`src/design/assert_macros.svh`:
```
// Assertion macros shared by the filter RTL.
// SFIR_ASSERT checks a property while reset is released.
// SFIR_ASSERT_RST checks a property at every edge, reset included.
`ifndef ASSERT_MACROS_SVH
`define ASSERT_MACROS_SVH
`ifndef ASSERT_OFF
`define SFIR_ASSERT(lbl, clk, rst_n, prop) \
    lbl: assert property (@(posedge clk) disable iff (!rst_n) prop) \
        else $error("filter assertion failed");
`define SFIR_ASSERT_RST(lbl, clk, prop) \
    lbl: assert property (@(posedge clk) prop) \
        else $error("filter reset assertion failed");
`else
`define SFIR_ASSERT(lbl, clk, rst_n, prop)
`define SFIR_ASSERT_RST(lbl, clk, prop)
`endif
`endif

```
`src/design/sfir_pkg.sv`:
```
`default_nettype none

package sfir_pkg;

    // Fixed arithmetic widths of the datapath.
    localparam int SAMPLE_W  = 16;
    localparam int COEF_W    = 16;
    localparam int PAIR_W    = SAMPLE_W + 1;
    localparam int PROD_W    = PAIR_W + COEF_W;
    localparam int NUM_COEFS = 8;
    localparam int COEF_IDX_W = 3;
    // Up to eight products are summed, so three guard bits suffice.
    localparam int ACC_W     = PROD_W + COEF_IDX_W;
    localparam int FRAC_W    = 15;
    localparam int SUM_W     = ACC_W + 1;
    localparam int SH_W      = SUM_W - FRAC_W;
    localparam int APB_DW    = 32;
    localparam int APB_AW    = 5;

    localparam logic signed [SUM_W-1:0] ROUND_HALF = SUM_W'(1) <<< (FRAC_W - 1);
    localparam logic signed [SH_W-1:0]  SAT_MAX    = SH_W'(32767);
    localparam logic signed [SH_W-1:0]  SAT_MIN    = -SH_W'(32768);

    typedef logic signed [SAMPLE_W-1:0] t_sample;
    typedef logic signed [COEF_W-1:0]   t_coef;
    typedef logic signed [ACC_W-1:0]    t_acc;

    typedef enum logic {
        ST_IDLE,
        ST_BUSY
    } t_state;

    // Round half up, drop the fraction bits and saturate to a sample.
    function automatic t_sample round_sat(input t_acc acc);
        logic signed [SUM_W-1:0] sum;
        logic signed [SH_W-1:0]  sh;
        t_sample                 res;
        sum = $signed({acc[ACC_W-1], acc}) + ROUND_HALF;
        sh  = sum[SUM_W-1:FRAC_W];
        if (sh > SAT_MAX) begin
            res = SAMPLE_W'(SAT_MAX);
        end else if (sh < SAT_MIN) begin
            res = SAMPLE_W'(SAT_MIN);
        end else begin
            res = sh[SAMPLE_W-1:0];
        end
        return res;
    endfunction

endpackage

`default_nettype wire

```
`src/design/sfir_tap_cell.sv`:
```
`default_nettype none

module sfir_tap_cell (
    input  wire               i_clk,
    input  wire               i_rst_n,
    input  wire               i_shift,
    input  sfir_pkg::t_sample i_d,
    output sfir_pkg::t_sample o_q
);
    import sfir_pkg::*;

    t_sample r_q;
    t_sample n_q;

    // The cell takes its neighbour's sample whenever a new request enters the line.
    always_comb begin
        n_q = i_shift ? i_d : r_q;
    end

    always_ff @(posedge i_clk) begin
        if (!i_rst_n) begin
            r_q <= '0;
        end else begin
            r_q <= n_q;
        end
    end

    assign o_q = r_q;

endmodule

`default_nettype wire

```
`config.mk`:
```
export PLATFORM = sky130hd
export DESIGN_NAME = sfir_tap_cell
export DESIGN_NICKNAME = d
export VERILOG_FILES = /design/src/design/assert_macros.svh /design/src/design/sfir_pkg.sv /design/src/design/sfir_tap_cell.sv
export SDC_FILE = /design/constraint.sdc
export NUM_CORES = 1
export LEC_CHECK = 0
export BUFFER_PORTS_ARGS = -buffer_cell sky130_fd_sc_hd__buf_2
export CAP_MARGIN = 40
export CORE_MARGIN = 1
export CORE_UTILIZATION = 25
export DETAILED_ROUTE_END_ITERATION = 8
export PLACE_DENSITY_LB_ADDON = 0.1
export SETUP_SLACK_MARGIN = 0.3
export SYNTH_ARGS = -nofsm -noshare
export SYNTH_HDL_FRONTEND = slang
export SYNTH_SLANG_ARGS = --single-unit
```
`constraint.sdc`:
```
create_clock -name i_clk -period 1.8 [get_ports i_clk]
set_clock_uncertainty 0.1 [all_clocks]
set_input_delay 0.09 -clock i_clk [delete_from_list [all_inputs] [get_ports i_clk]]
set_output_delay 0.09 -clock i_clk [all_outputs]
set_load 0.005 [all_outputs]
```
==> impl_metrics.tcl <==
set metrics [dict create \
    yosys_warnings 0 \
    core_um2 2276 \
    endpoint_kind "output port" \
    syn_nets 70 \
    start_util 0.2705 \
    grt_pass1_wl_mm 2.049 \
    critPathRequiredTime_ns 1.61 \
    finalSetupViolCount 0 \
    holdWs_ns 0.08328 \
    synth_seq_area_share 0.5203 \
    syn-cell-area_um2 615.6 \
    cts_tree "yes" \
    nFillCells 242 \
    crit_buf_inv 1 \
    grt_use_total 0.1079 \
    leakagePower_nw 0.4865 \
    rsz0062_at_grt "false" \
    die-width_um 51.62 \
    drv_slew 0 \
    worst_ir_drop_vdd_uv 425.4 \
    power.net_switching_mw 0.1505 \
    via_per_inst 3.984 \
    power_density_nw_per_um2 700.4 \
    path_clk_slew_ns 0.08 \
    grt-ovfl-total 0 \
    slew_headroom 0.6857 \
    dieArea_um2 2665 \
    min_period_ns 0.9134 \
    io_buffers 34 \
    p_comb_frac 0.173 \
    worstMarginPinSlew_ns 0.4714 \
    cts.sinks 16 \
    wl_per_cell_um 9.814 \
    mostFrequentLayoutCells "buf_2 (34), mux2i_1 (16), nor2b_1 (16), dlygate4sd3_1 (16), dfxtp_1 (16)" \
    crit_path_end "o_q[4]" \
    tns_ns 0 \
    stdcell_count 129 \
    gp_routability_congestion 0.5541 \
    htreeDepth 1 \
    clk_latency_ns 0.27 \
    ios 35 \
    first_iter_violations 3 \
    r2r_slack_ns 1.09 \
    fin_crit_sh 0.5074 \
    wl_mm 1.266 \
    drc 0 \
    cts_root_buf "clkbuf_4" \
    path_cells "buf_2" \
    reg2reg_depth 2 \
    vias 514 \
    cts_buffers 3 \
    cts_buffer_depth 2 \
    grt_antenna_before_repair 0 \
    max_stage_delay_ns 0.34 \
    crit_cells 1 \
    area_growth_pct 57.32 \
    reg2reg_to "o_q[15]" \
    diodes 0 \
    critPathKind "register to output port" \
    die-height_um 51.62 \
    start_kind "register" \
    critPathArrivalTime_ns 0.72 \
    hold_viol_final 0 \
    r2r-start "o_q[15]" \
    seq_power_share 0.566 \
    fmax_ghz 1.095 \
    worst_hold_path_type "input port to register" \
    ant_nets 0 \
    slowest_stage "dfxtp_1" \
    swShare 0.2219 \
    fin_util 0.4255 \
    synth_area_per_cell_um2 12.07 \
    critPathMaxFanout 2 \
    nets 122 \
    largest_reg_flops 16 \
    outcome "finished clean" \
    place_hpwl_um 785.4 \
    dr.pass1.iters 4 \
    synth_cells 51 \
    layout_commonest_cell "buf_2" \
    worstSetupStartpoint "o_q[4]" \
    drive_above_1_share 0.3663 \
    p_clk_frac 0.261 \
    ys_types 6 \
    p_int_mw 0.5277 \
    row_count 17 \
    grt_max_degree 17 \
    dp_cells 110 \
    ys_ff_latch 16 \
    drv_cap 0 \
    finish.instance_area_um2 968.4 \
    placed_area_um2 785.8 \
    path_delay_family "flip-flops" \
    grt_pass1_vias 466 \
]
-- final cells by class --
type / count / area [um^2] / share of cell area
timing repair buffer: 50 / 330.3 / 0.3411
sequential: 16 / 320.3 / 0.3307
multi-input combinational: 32 / 260.3 / 0.2687
tap: 28 / 35.03 / 0.03618
clock buffer: 3 / 22.52 / 0.02326
-- worst min path at each step --
| stage | startpoint | endpoint | slack (ns) | depth (start not counted) |
|---|---|---|---|---|
| 4_1_cts | i_rst_n | o_q[0] | 0.08 | 2 |
| 3_3_place_gp | i_d[3] | o_q[3] | 0.25 | 3 |
| 3_5_place_dp | i_d[14] | o_q[14] | 0.26 | 3 |
| 2_1_floorplan | i_rst_n | o_q[0] | 0.12 | 1 |
| 6_report | i_rst_n | o_q[2] | 0.08 | 2 |
| 5_1_grt | i_rst_n | o_q[5] | 0.09 | 2 |
-- power groups by stage --
stage,sequential [mW],combinational [mW],clock (mW)
after floorplan,0.395,0.0508,0
after global placement,0.392,0.0913,0
after detailed placement,0.392,0.0922,0
after CTS,0.384,0.119,0.195
after global routing,0.387,0.130,0.210
final,0.384,0.117,0.177
-- Yosys cell counts, drive strengths merged --
library cell / instances / area [um^2]
dfxtp: 16 / 320.3
buf: 2 / 31.28
mux2i: 16 / 160.2
clkbuf: 1 / 3.750
nor2b: 16 / 100.1
-- per-stage QoR --
step | worst slack [ns] | power [mW]
detailed placement | 0.7656 | 0.4846
global placement | 0.7878 | 0.4837
floorplan | 1.022 | 0.4459
CTS | 0.8609 | 0.6983
finish | 0.8866 | 0.6783
global route | 0.8164 | 0.7277
-- kinds of logic after synthesis --
| group | after synthesis | synth area share |
|---|---|---|
| DFF | 16 | 0.5203 |
| and+or+nand+nor | 16 | 0.1626 |
| buffers and inverters | 3 | 0.05690 |
| muxes | 16 | 0.2602 |
-- layer usage --
layer,track usage,routed length (um),up-vias
li1,-,-,268
met1,0.1155,558,229
met2,0.1797,617,15
met3,0.05556,77,2
met4,0.04054,13,0
met5,0,0,-
-- timing repair --
item                                    4_1_cts  5_1_grt
resized for setup                             0        0
hold endpoints to repair                     16        0
buffers inserted                              0        0
hold buffers                                 16        0
endpoints found under the setup margin        0        0
Note: power is estimated with default switching activity, not from simulation.
