`config.mk`:
```
export PLATFORM = sky130hd
export DESIGN_NAME = sfir_mac_cell
export DESIGN_NICKNAME = d
export VERILOG_FILES = /design/src/design/assert_macros.svh /design/src/design/sfir_pkg.sv /design/src/design/sfir_mac_cell.sv
export SDC_FILE = /design/constraint.sdc
export NUM_CORES = 1
export LEC_CHECK = 0
export BUFFER_PORTS_ARGS = -buffer_cell sky130_fd_sc_hd__buf_4
export CAP_MARGIN = 30
export CORE_ASPECT_RATIO = 1.75
export CORE_UTILIZATION = 61
export DETAILED_ROUTE_END_ITERATION = 10
export GPL_TIMING_DRIVEN = 0
export PLACE_DENSITY = 0.79
export SLEW_MARGIN = 20
export SYNTH_ARGS = -nofsm -noshare
export SYNTH_HDL_FRONTEND = slang
export SYNTH_SLANG_ARGS = --single-unit
export TNS_END_PERCENT = 1
```
`constraint.sdc`:
```
create_clock -name i_clk -period 10.1 [get_ports i_clk]
set_input_delay 1.515 -clock i_clk [delete_from_list [all_inputs] [get_ports i_clk]]
set_output_delay 1.515 -clock i_clk [all_outputs]
set_load 0.01 [all_outputs]
```
`src/design/assert_macros.svh`:
```
// Assertion macros shared by the filter RTL.
// SFIR_ASSERT checks a property while reset is released.
// SFIR_ASSERT_RST checks a property at every edge, reset included.
`ifndef ASSERT_MACROS_SVH
`define ASSERT_MACROS_SVH
`ifndef ASSERT_OFF
`define SFIR_ASSERT(lbl, clk, rst_n, prop) \
    lbl: assert property (@(posedge clk) disable iff (!rst_n) prop) \
        else $error("filter assertion failed");
`define SFIR_ASSERT_RST(lbl, clk, prop) \
    lbl: assert property (@(posedge clk) prop) \
        else $error("filter reset assertion failed");
`else
`define SFIR_ASSERT(lbl, clk, rst_n, prop)
`define SFIR_ASSERT_RST(lbl, clk, prop)
`endif
`endif

```
`src/design/sfir_pkg.sv`:
```
`default_nettype none

package sfir_pkg;

    // Fixed arithmetic widths of the datapath.
    localparam int SAMPLE_W  = 16;
    localparam int COEF_W    = 16;
    localparam int PAIR_W    = SAMPLE_W + 1;
    localparam int PROD_W    = PAIR_W + COEF_W;
    localparam int NUM_COEFS = 8;
    localparam int COEF_IDX_W = 3;
    // Up to eight products are summed, so three guard bits suffice.
    localparam int ACC_W     = PROD_W + COEF_IDX_W;
    localparam int FRAC_W    = 15;
    localparam int SUM_W     = ACC_W + 1;
    localparam int SH_W      = SUM_W - FRAC_W;
    localparam int APB_DW    = 32;
    localparam int APB_AW    = 5;

    localparam logic signed [SUM_W-1:0] ROUND_HALF = SUM_W'(1) <<< (FRAC_W - 1);
    localparam logic signed [SH_W-1:0]  SAT_MAX    = SH_W'(32767);
    localparam logic signed [SH_W-1:0]  SAT_MIN    = -SH_W'(32768);

    typedef logic signed [SAMPLE_W-1:0] t_sample;
    typedef logic signed [COEF_W-1:0]   t_coef;
    typedef logic signed [ACC_W-1:0]    t_acc;

    typedef enum logic {
        ST_IDLE,
        ST_BUSY
    } t_state;

    // Round half up, drop the fraction bits and saturate to a sample.
    function automatic t_sample round_sat(input t_acc acc);
        logic signed [SUM_W-1:0] sum;
        logic signed [SH_W-1:0]  sh;
        t_sample                 res;
        sum = $signed({acc[ACC_W-1], acc}) + ROUND_HALF;
        sh  = sum[SUM_W-1:FRAC_W];
        if (sh > SAT_MAX) begin
            res = SAMPLE_W'(SAT_MAX);
        end else if (sh < SAT_MIN) begin
            res = SAMPLE_W'(SAT_MIN);
        end else begin
            res = sh[SAMPLE_W-1:0];
        end
        return res;
    endfunction

endpackage

`default_nettype wire

```
`src/design/sfir_mac_cell.sv`:
```
`default_nettype none

module sfir_mac_cell (
    input  wire               i_clk,
    input  sfir_pkg::t_sample i_near,
    input  sfir_pkg::t_sample i_far,
    input  sfir_pkg::t_coef   i_coef,
    input  sfir_pkg::t_acc    i_acc,
    output sfir_pkg::t_acc    o_acc
);
    import sfir_pkg::*;

    logic signed [PAIR_W-1:0] r_pair;
    logic signed [PROD_W-1:0] r_prod;
    t_acc                     r_acc;
    logic signed [PAIR_W-1:0] n_pair;
    logic signed [PROD_W-1:0] n_prod;
    t_acc                     n_acc;

    // Pre-add the symmetric pair, multiply by the coefficient, then add the
    // partial sum handed on by the previous cell.
    always_comb begin
        n_pair = $signed({i_near[SAMPLE_W-1], i_near}) + $signed({i_far[SAMPLE_W-1], i_far});
        n_prod = r_pair * i_coef;
        n_acc  = i_acc + $signed({{(ACC_W-PROD_W){r_prod[PROD_W-1]}}, r_prod});
    end

    always_ff @(posedge i_clk) begin
        r_pair <= n_pair;
        r_prod <= n_prod;
        r_acc  <= n_acc;
    end

    assign o_acc = r_acc;

endmodule

`default_nettype wire

```
==> results of run 1 <==
==> critical path, stage by stage <==
cell                       delay [ns]
sky130_fd_sc_hd__buf_4           0.12
sky130_fd_sc_hd__clkbuf_1        0.45
sky130_fd_sc_hd__nand2_1         0.18
sky130_fd_sc_hd__fa_1            0.54
sky130_fd_sc_hd__fa_1            0.54
sky130_fd_sc_hd__inv_1           0.05
sky130_fd_sc_hd__fa_1            0.50
sky130_fd_sc_hd__inv_1           0.05
sky130_fd_sc_hd__fa_1            0.52
sky130_fd_sc_hd__inv_1           0.05
sky130_fd_sc_hd__fa_1            0.49
sky130_fd_sc_hd__fa_1            0.42
sky130_fd_sc_hd__ha_1            0.42
sky130_fd_sc_hd__nand3_1         0.14
sky130_fd_sc_hd__nor4_1          0.67
sky130_fd_sc_hd__o21ai_0         0.32
sky130_fd_sc_hd__a21boi_0        0.54
sky130_fd_sc_hd__o211ai_1        0.27
sky130_fd_sc_hd__a21oi_1         0.28
sky130_fd_sc_hd__nor4_1          0.09
sky130_fd_sc_hd__a311oi_1        0.36
==> Yosys cell counts (3+ instances only) <==
cell / number / share of area, %
sky130_fd_sc_hd__o31ai_1: 3 / 0.15
sky130_fd_sc_hd__nor2b_1: 10 / 0.43
sky130_fd_sc_hd__or2_2: 4 / 0.17
sky130_fd_sc_hd__o211ai_1: 5 / 0.26
sky130_fd_sc_hd__fa_1: 278 / 38
sky130_fd_sc_hd__xnor2_1: 56 / 3.4
sky130_fd_sc_hd__o21bai_1: 9 / 0.46
sky130_fd_sc_hd__a211o_1: 3 / 0.18
sky130_fd_sc_hd__a211oi_1: 12 / 0.62
sky130_fd_sc_hd__a21oi_1: 67 / 2.3
sky130_fd_sc_hd__nand2b_1: 12 / 0.52
sky130_fd_sc_hd__a21o_1: 17 / 0.88
sky130_fd_sc_hd__nand4_1: 4 / 0.17
sky130_fd_sc_hd__a21boi_0: 3 / 0.15
sky130_fd_sc_hd__o211a_1: 3 / 0.21
sky130_fd_sc_hd__inv_1: 336 / 8.7
sky130_fd_sc_hd__nor3_1: 13 / 0.45
sky130_fd_sc_hd__xor2_1: 17 / 1.0
sky130_fd_sc_hd__and3_1: 10 / 0.43
sky130_fd_sc_hd__nand2_1: 173 / 4.5
sky130_fd_sc_hd__or3_1: 3 / 0.13
sky130_fd_sc_hd__o21a_1: 10 / 0.52
sky130_fd_sc_hd__dfxtp_1: 86 / 12
sky130_fd_sc_hd__o21ai_0: 31 / 1.1
sky130_fd_sc_hd__a21o_2: 3 / 0.18
sky130_fd_sc_hd__o21ai_1: 5 / 0.17
sky130_fd_sc_hd__and2_1: 122 / 5.2
sky130_fd_sc_hd__clkbuf_1: 38 / 0.98
sky130_fd_sc_hd__nand3_1: 15 / 0.52
sky130_fd_sc_hd__nor4_1: 6 / 0.26
sky130_fd_sc_hd__o22ai_1: 3 / 0.13
sky130_fd_sc_hd__or4_1: 3 / 0.15
sky130_fd_sc_hd__ha_1: 135 / 12
sky130_fd_sc_hd__nor2_1: 46 / 1.2
==> placed cells by master (no fill, tap or decap), drive strengths merged, types with 4 or more instances in the layout <==
| master | Yosys | layout |
|---|---|---|
| nor2b | 10 | 10 |
| or2 | 4 | 4 |
| o21a | 10 | 10 |
| a211oi | 14 | 14 |
| o21ai | 36 | 36 |
| inv | 336 | 337 |
| nand2 | 173 | 173 |
| o311ai | 4 | 4 |
| xor2 | 17 | 17 |
| buf | 2 | 119 |
| ha | 135 | 135 |
| a21oi | 69 | 69 |
| and2 | 122 | 122 |
| xnor2 | 56 | 56 |
| nor2 | 46 | 46 |
| and3 | 11 | 11 |
| o211ai | 6 | 6 |
| nand2b | 12 | 12 |
| dfxtp | 86 | 86 |
| a21o | 20 | 20 |
| nand4 | 4 | 4 |
| nor3 | 13 | 13 |
| nand3 | 16 | 16 |
| fa | 278 | 278 |
| o21bai | 9 | 9 |
| clkbuf | 39 | 48 |
| nor4 | 6 | 6 |
==> state kept, by name, indices dropped and copies added (netlist names) <==
register  cells
o_acc        36
r_prod       33
r_pair       17
==> path summary, 6_finish.rpt <==
kind / cells past startpoint / startpoint / endpoint
max reg2reg: 20 / r_pair[10] / r_prod[32]
max: 21 / i_coef[1] / r_prod[32]
min reg2reg: 1 / r_prod[0] / o_acc[0]
min: 1 / r_prod[0] / o_acc[0]
==> per-stage QoR <==
step / cells / hold slack [ns] / instance area, µm² / utilization (%) / setup slack, ns
after global routing: 2025 / 0.478 / 16200 / 69.0 / 1.58
after floorplan: 1588 / 0.420 / 14600 / - / 2.64
final: 2025 / 0.454 / 16200 / 69.0 / 1.83
after detailed placement: 2009 / 0.444 / 15800 / 67.6 / 1.56
after CTS: 2025 / 0.460 / 16200 / 69.0 / 1.94
after global placement: 2009 / 0.427 / 15800 / 67.6 / 1.63
==> kinds of logic after synthesis <==
family,count (synthesis),synth area share [%]
compound gates,208,9.56
mux,1,0.0687
flops,86,11.8
simple gates,430,14.6
buf+inv,377,9.74
fa+ha+maj,413,49.8
xor+xnor,73,4.39
==> layout make-up <==
class                      instances  share of cell area [%]
multi-input combinational       1125                    70.8
timing repair buffer             117                    5.44
sequential                        86                    10.7
clock buffer                       9                    1.39
clock inverter                     7                   0.604
buffer                            41                   0.976
inverter                         336                    7.81
tap                              304                    2.35
==> per-layer routing <==
layer  vias to the layer above  global-route usage, %  routed length [µm]
met4                         0                   27.7                3480
met5                         -                      0                   0
met3                       188                   4.86                1680
met2                       382                   62.4               19800
met1                      5585                   30.7               12300
li1                       5184                      -                   -
==> run summary, run 1 <==
Setup repair after global routing left no endpoint under its margin. The clock skew came out at 0.00961 ns. The sequential element share of the synthesized area is 11.8%. The die width came out at approximately 120 µm.

The run finished with clean final reports. The via density per instance came out at 5.60. The summed negative setup slack over all endpoints is 0 ns. The upper clock frequency limit came out at 0.121 GHz.

Synthesis instantiated 66 different standard cells from the library. 121 I/O pins were placed. The cell sitting at the root of the clock tree is a sky130_fd_sc_hd__clkbuf_16. STA classifies the critical path endpoint as a flip-flop. In the synthesized netlist the dominant register cell turns out to be sky130_fd_sc_hd__dfxtp_1. The count of flip-flops with a built-in enable after synthesis came out at 0. The final layout net count came out at ~2200. Summing all multi-input logic gate instances after layout gives between 10000 and 15000 µm². The number of DRC violations after detailed routing came out at 0.

For the pin with the worst max-slew slack, the measured transition is between 0.7 and 0.8 ns. The clock latency of the later-clocked register in the worst-skew pair is 0.38 ns. The required time of the critical path is 10.36 ns.

The floorplan die height came out at 206 µm. CTS saw between 80 and 90 sinks. Once detailed placement completed, the half-perimeter wirelength came to 31.2 mm. The detailed router's first-iteration violation count came out at 495. The category of the most critical setup path is in2reg. The number of global-route vias before repair is 12600. The mean cell area of the mapped netlist is between 9 and 10 µm². Of all flip-flops after synthesis, the portion carrying an async set or reset was 0%. The number of hold violations in the final report came out at 0. The number of levels in the clock H-tree came out at 3. The wire length of the first global-routing pass is 60.5 mm. In the finished design, the share of the clock period the worst path needs comes to 81.9%. The net count of the mapped netlist came out at 2086.

The post-synthesis register bit count is 86. The CTS tree is yes. The post-detailed-route wirelength per cell is 18.4 µm.

The number of pins exceeding their max-slew limit in the final report came out at 0. The total congestion overflow after global routing is 0. The area overhead of the layout relative to synthesis is 10.9%. The final number of setup-violating endpoints is 0. The worst-path maximum fanout is 10. The proportion of layout cells with a drive suffix above 1 is 8.95%.

The weighted congestion at the end of routability-driven global placement is 1.01. The setup fix buffers added after clock tree synthesis is 0. The clock buffer count from CTS is 9.

Setup slack on the worst reg-to-reg path comes out at between 2 and 3 ns. The clock-pin transition on the worst setup and hold timing paths is 0.07 ns. In this run the tightest slew margin relative to its limit is 47.3%.

The number of maximum-capacitance constraint violations is 0. The total wire length came out at 37.2 mm. The largest net degree at the start of global routing came out at 16. The maximum clock path buffer count came out at 2. Once detail routing completed, the nets flagged for antenna violations numbered 0. The number of hold buffers added after CTS was 0. In the global route stage, overall resource usage came out at 32.9%. The number of placement rows came out at between 70 and 80. Counting every instance in the synthesized netlist gives around 1600. The initial utilization of the core area, before any placement, comes to 62.2%.

For this run, the detailed router's first-pass iteration total came to 5. The number of buffers added on ports is 117. The mapped netlist covers 14600 µm².

Across all layers, the routed design uses 11300 vias. The antenna cell count came out at 0. STA classifies the critical path startpoint as an input port. The data arrival at the endpoint of the critical path came out at 8.53 ns. The Yosys warning count came out at 0.

The initial antenna violation count came out at 0. The floorplan step defined a die boundary enclosing 24500 µm². The total of fill cells in the finished design came out at 1901. The footprint of the flip-flops and latches came out at 1720 µm². The type of the tightest min-delay check is reg2reg. The core region is ~23000 µm². The number of resized instances in the post-cts repair step came out at 0.

The clock period minus worst slack is approximately 8.3 ns.
Power of run 1 is not shown: default switching activity piles up to over one toggle a cycle in this logic, so the estimate is an artifact.
==> run 2, diff against run 1 <==
--- a/config.mk
+++ b/config.mk
@@ -5,13 +5,14 @@
 export SDC_FILE = /design/constraint.sdc
 export NUM_CORES = 1
 export LEC_CHECK = 0
+export ABC_AREA = 1
 export BUFFER_PORTS_ARGS = -buffer_cell sky130_fd_sc_hd__buf_4
 export CAP_MARGIN = 30
 export CORE_ASPECT_RATIO = 1.75
-export CORE_UTILIZATION = 61
+export CORE_UTILIZATION = 58
 export DETAILED_ROUTE_END_ITERATION = 10
 export GPL_TIMING_DRIVEN = 0
-export PLACE_DENSITY = 0.79
+export PLACE_DENSITY = 0.78
 export SLEW_MARGIN = 20
 export SYNTH_ARGS = -nofsm -noshare
 export SYNTH_HDL_FRONTEND = slang
==> constraint.sdc (replaced) <==
create_clock -name i_clk -period 7.5 [get_ports i_clk]
set_input_delay 1.125 -clock i_clk [delete_from_list [all_inputs] [get_ports i_clk]]
set_output_delay 1.125 -clock i_clk [all_outputs]
set_load 0.01 [all_outputs]
==> run 2 against run 1 <==
  * Core utilization decreased by 4.5 points
  * Global-route usage increased by 4.2 points
  * Synthesized area increased by 12%
  * Register-to-register slack got worse by 1.8 ns
  * Critical path depth unchanged
  * Non-clock buffer count increased by 6
==> run summary, run 2 <==
The number of cells in the design after placement came out at 2746 (+37%). The total of fill cells in the finished design came out at 2506 (+32%). The clock latency of the later-clocked register in the worst-skew pair came to 0.39 ns (about the same). The count of boundary I/O pins was 121 (unchanged).

The commonest cells after synthesis are 659 x sky130_fd_sc_hd__nand2_1, 591 x sky130_fd_sc_hd__inv_1, 278 x sky130_fd_sc_hd__fa_1. The final layout net count came to 2882 (+30%). The worst-path maximum fanout came to 10 (unchanged). The run finished with clean final reports. Setup repair after global routing left no endpoint under its margin. The required time of the critical path is 7.83 ns (-2.53 ns). The total wire length is 49.8 mm (+34%).

The remaining number of nets flagged by the antenna check after routing is 0 (unchanged). The initial antenna violation count was 1 (+1). The number of maximum-capacitance constraint violations came to 0 (unchanged).

The post-synthesis share of cell area spent on and, or, nand and nor gates came out at 23.5% (+8.9 points). The wire length of the first global-routing pass was 78.4 mm (+30%). The clock skew is 0.00971 ns (+0.0000931 ns). The cell type with the highest aggregate area in the netlist is sky130_fd_sc_hd__fa_1. The most common cell in the synthesized netlist is sky130_fd_sc_hd__nand2_1. The type of the tightest min-delay check is reg2reg. The final number of setup-violating endpoints is 0 (unchanged).

The die width is 129 µm (+8.6%). The most used flip-flop cell after synthesis is sky130_fd_sc_hd__dfxtp_1. The number of detailed-route iterations in the first pass is 9 (+4).

Compared with the post-synthesis result, the final layout area differs by 9.52%. In the layout the commonest cells are 659 x sky130_fd_sc_hd__nand2_1, 591 x sky130_fd_sc_hd__inv_1, 278 x sky130_fd_sc_hd__fa_1. The starting density of the core came out at 58.8% (-3.4 points). The detailed router's first-iteration violation count is 780 (+58%). The number of clock sinks was 86 (unchanged). The worst setup path is captured at a flip-flop. The complex-gate fraction of the synthesized area is 4.05% (-5.5 points). The post-detailed-route wirelength per cell came out at 18.0 µm (-1.8%). The proportion of layout cells with a drive suffix above 1 came to 6.78% (-2.2 points). The detailed-placement wirelength estimate was 42.6 mm (+37%). The floorplan die height is 224 µm (+8.7%). The post-synthesis register bit count is 86 (unchanged). The multiplexer share of the synthesized area is 0% (-0.069 points). The number of buffers added on ports came out at 105 (-10%). After synthesis, the cell types taking the most area are sky130_fd_sc_hd__fa_1 34%, sky130_fd_sc_hd__nand2_1 15%, sky130_fd_sc_hd__inv_1 14%, sky130_fd_sc_hd__dfxtp_1 11%, sky130_fd_sc_hd__ha_1 10%.

The number of levels in the clock H-tree is 3 (unchanged). The number of vias in the routed layout came to 14600 (+29%). The clock buffer count from CTS was 9 (unchanged). The library cell used most frequently in the layout, excluding fill and tap cells, is sky130_fd_sc_hd__nand2_1.

The number of flip-flops under the largest register name came out at 36 (unchanged). Clock tree synthesis selected as its root buffer the cell sky130_fd_sc_hd__clkbuf_16. The slowest stage of the critical path is the sky130_fd_sc_hd__fa_1 cell. The number of DRC violations after detailed routing came out at 0 (unchanged).

In the finished design, the share of the clock period the worst path needs comes to 94.9%. The mean cell area of the mapped netlist is 7.23 µm² (-21%). The fraction of synthesized cell area in xor and xnor cells is 2.62% (-1.8 points). The data arrival at the endpoint of the critical path is 7.44 ns (-1.09 ns).

The sequential element share of the synthesized area came out at 10.5% (-1.3 points). The upper clock frequency limit came out at around 0.14 GHz. The number of buffers and inverters on the critical path is 5 (unchanged). Grouping stages by cell kind, the critical path spends the most delay in adder cells. Walking the worst path, the cells encountered are clkbuf_1 > clkbuf_2 > nand2_1 > fa_1 > inv_1 > fa_1 > inv_1 > fa_1 > inv_1 > fa_1 > fa_1 > fa_1 > ha_1 > nand2_1 > nor2_1 > nand2_1 > nor4_1 > nand2_1 > nand3_1 > nand2_1 > nand2_1. The count of non-filler cells in the finished layout is 2762 (+36%).

TritonCTS built the clock tree. The clock-pin transition on the worst setup and hold timing paths was 0.06 ns (about the same). The count of mapped cells out of synthesis came out at 2268 (+43%). The net count of the mapped netlist is 2766 (+33%). The area share of the largest cell type after synthesis came to 34.0% (-4.2 points). The via density per instance is 5.30 (-5.4%).

The worst slew slack as a fraction of its limit came to 48.7% (+1.4 points). The core area came to 27900 µm² (+19%). The number of pins exceeding their max-slew limit in the final report is 0 (unchanged). The Yosys warning count is 0 (unchanged). Subtracting the final worst setup slack from the clock period gives 7.12 ns. The die footprint was 29000 µm² (+18%). The post-synth design cell area came out at 16400 µm² (+12%).

The number of hold buffers added after cts is 0 (unchanged). The total global-route track usage came out at 37.1% (+4.2 points). The category of the most critical setup path is in2reg. The number of hold violations in the final report came to 0 (unchanged). The number of global-route vias before repair is 16000 (+27%).

The antenna cell count came to 0 (unchanged). The stage delay of the slowest cell on the critical path is 0.85 ns (+0.18 ns). The total congestion overflow after global routing is 0 (unchanged). The count of flip-flops with a built-in enable after synthesis is 0 (unchanged). After synthesis, the largest family of logic cells by area is adder cells. The area share of fa/ha/maj cells after synthesis came out at 44.3% (-5.5 points). The count of distinct cell types in the synthesized netlist came to 34 (-48%).

The async set-reset flop share out of synthesis is 0% (unchanged). The largest net degree at the start of global routing was 15 (-1). The setup fix buffers added after clock tree synthesis came out at 0 (unchanged). The number of placement rows came to 81 (+9.5%).

The slew at the pin with the worst max-slew slack came out at 0.770 ns (-0.0131 ns). The weighted congestion at the end of routability-driven global placement came out at 0.975 (-3.5%). The worst setup path is launched from an input port. The maximum clock path buffer count is 2 (unchanged).
-- run 2: cell types whose count changed in the layout (fill, tap and decap cells not counted), moves of 13 or more --
cell and delta:
sky130_fd_sc_hd__clkbuf_1 +18, sky130_fd_sc_hd__nor2_1 +79, sky130_fd_sc_hd__nand2_1 +486, sky130_fd_sc_hd__nand3_1 +70, sky130_fd_sc_hd__a21o_1 -13, sky130_fd_sc_hd__and2_1 -121, sky130_fd_sc_hd__xor2_1 +25, sky130_fd_sc_hd__nand4_1 +16
sky130_fd_sc_hd__inv_1 +255, sky130_fd_sc_hd__xnor2_1 -49
-- run 2: kinds of logic (layout without fill, tap and decap cells) --
| logic type | Yosys count | after routing |
|---|---|---|
| AND/OR/NAND/NOR | 943 | 943 |
| AO/OA/AOI/OAI | 120 | 120 |
| buffers and inverters | 657 | 778 |
| XOR/XNOR | 49 | 49 |
| flip-flops | 86 | 86 |
| adder cells (fa/ha/maj) | 413 | 413 |
-- run 2: worst paths after layout --
check            start  cells after the start  slack (ns)    endpoint
max          i_coef[2]                     21        0.38  r_prod[28]
min          r_prod[0]                      1        0.44    o_acc[0]
max reg2reg  r_pair[7]                     22        0.74  r_prod[32]
min reg2reg  r_prod[0]                      1        0.44    o_acc[0]
-- run 2: layout make-up --
cell class	instances	area (µm²)	share of cell area, %
Clock buffer	11	243	1.35
Tap cell	373	467	2.60
Inverter	598	2240	12.5
Buffer	59	225	1.25
Timing Repair Buffer	105	788	4.39
Clock inverter	5	58.8	0.328
Multi-Input combinational cell	1525	12200	68.0
Sequential cell	86	1720	9.59
-- run 2: timing repair --
item | 4_1_cts | 5_1_grt
endpoints found under the hold margin | 0 | 0
setup endpoints to repair | 0 | 2
gates resized for setup | 0 | 6
-- run 2: worst reg2reg max path, stage by stage (launching register included) --
cell                       delay, ns
sky130_fd_sc_hd__dfxtp_1        0.31
sky130_fd_sc_hd__clkbuf_1       0.43
sky130_fd_sc_hd__clkbuf_1       0.65
sky130_fd_sc_hd__nand2_1        0.18
sky130_fd_sc_hd__fa_1           0.58
sky130_fd_sc_hd__inv_1          0.08
sky130_fd_sc_hd__fa_1           0.51
sky130_fd_sc_hd__inv_1          0.06
sky130_fd_sc_hd__fa_1           0.53
sky130_fd_sc_hd__inv_1          0.05
sky130_fd_sc_hd__fa_1           0.39
sky130_fd_sc_hd__fa_1           0.51
sky130_fd_sc_hd__inv_1          0.04
sky130_fd_sc_hd__fa_1           0.48
sky130_fd_sc_hd__inv_1          0.04
sky130_fd_sc_hd__ha_1           0.32
sky130_fd_sc_hd__a21oi_1        0.22
sky130_fd_sc_hd__nand2_1        0.18
sky130_fd_sc_hd__a21oi_1        0.33
sky130_fd_sc_hd__nand2_2        0.20
sky130_fd_sc_hd__a21oi_1        0.31
sky130_fd_sc_hd__nand3_1        0.12
sky130_fd_sc_hd__nand2_1        0.17
-- run 2: metal layers --
layer  wire length (µm)  share of wire, %  global-route usage [%]  up-vias
li1                   -                 -                       -     6854
met1              14900                30                    31.1     6848
met2              26200                53                    69.7      642
met3               3240               6.5                    7.90      285
met4               5540                11                    35.4        2
met5                 12             0.024                       0        -
-- run 2: per-stage QoR --
step	setup WS (ns)	utilization, %	cell area, µm²	TNS (ns)	hold WS (ns)
floorplan	1.08	-	16400	0	0.420
global placement	0.0289	63.3	17600	0	0.424
detailed placement	-0.0708	63.3	17600	-0.138	0.431
CTS	0.314	64.4	17900	0	0.447
global route	0.0150	64.4	18000	0	0.452
finish	0.383	64.4	18000	0	0.441
Power of run 2 is left out for the same reason.
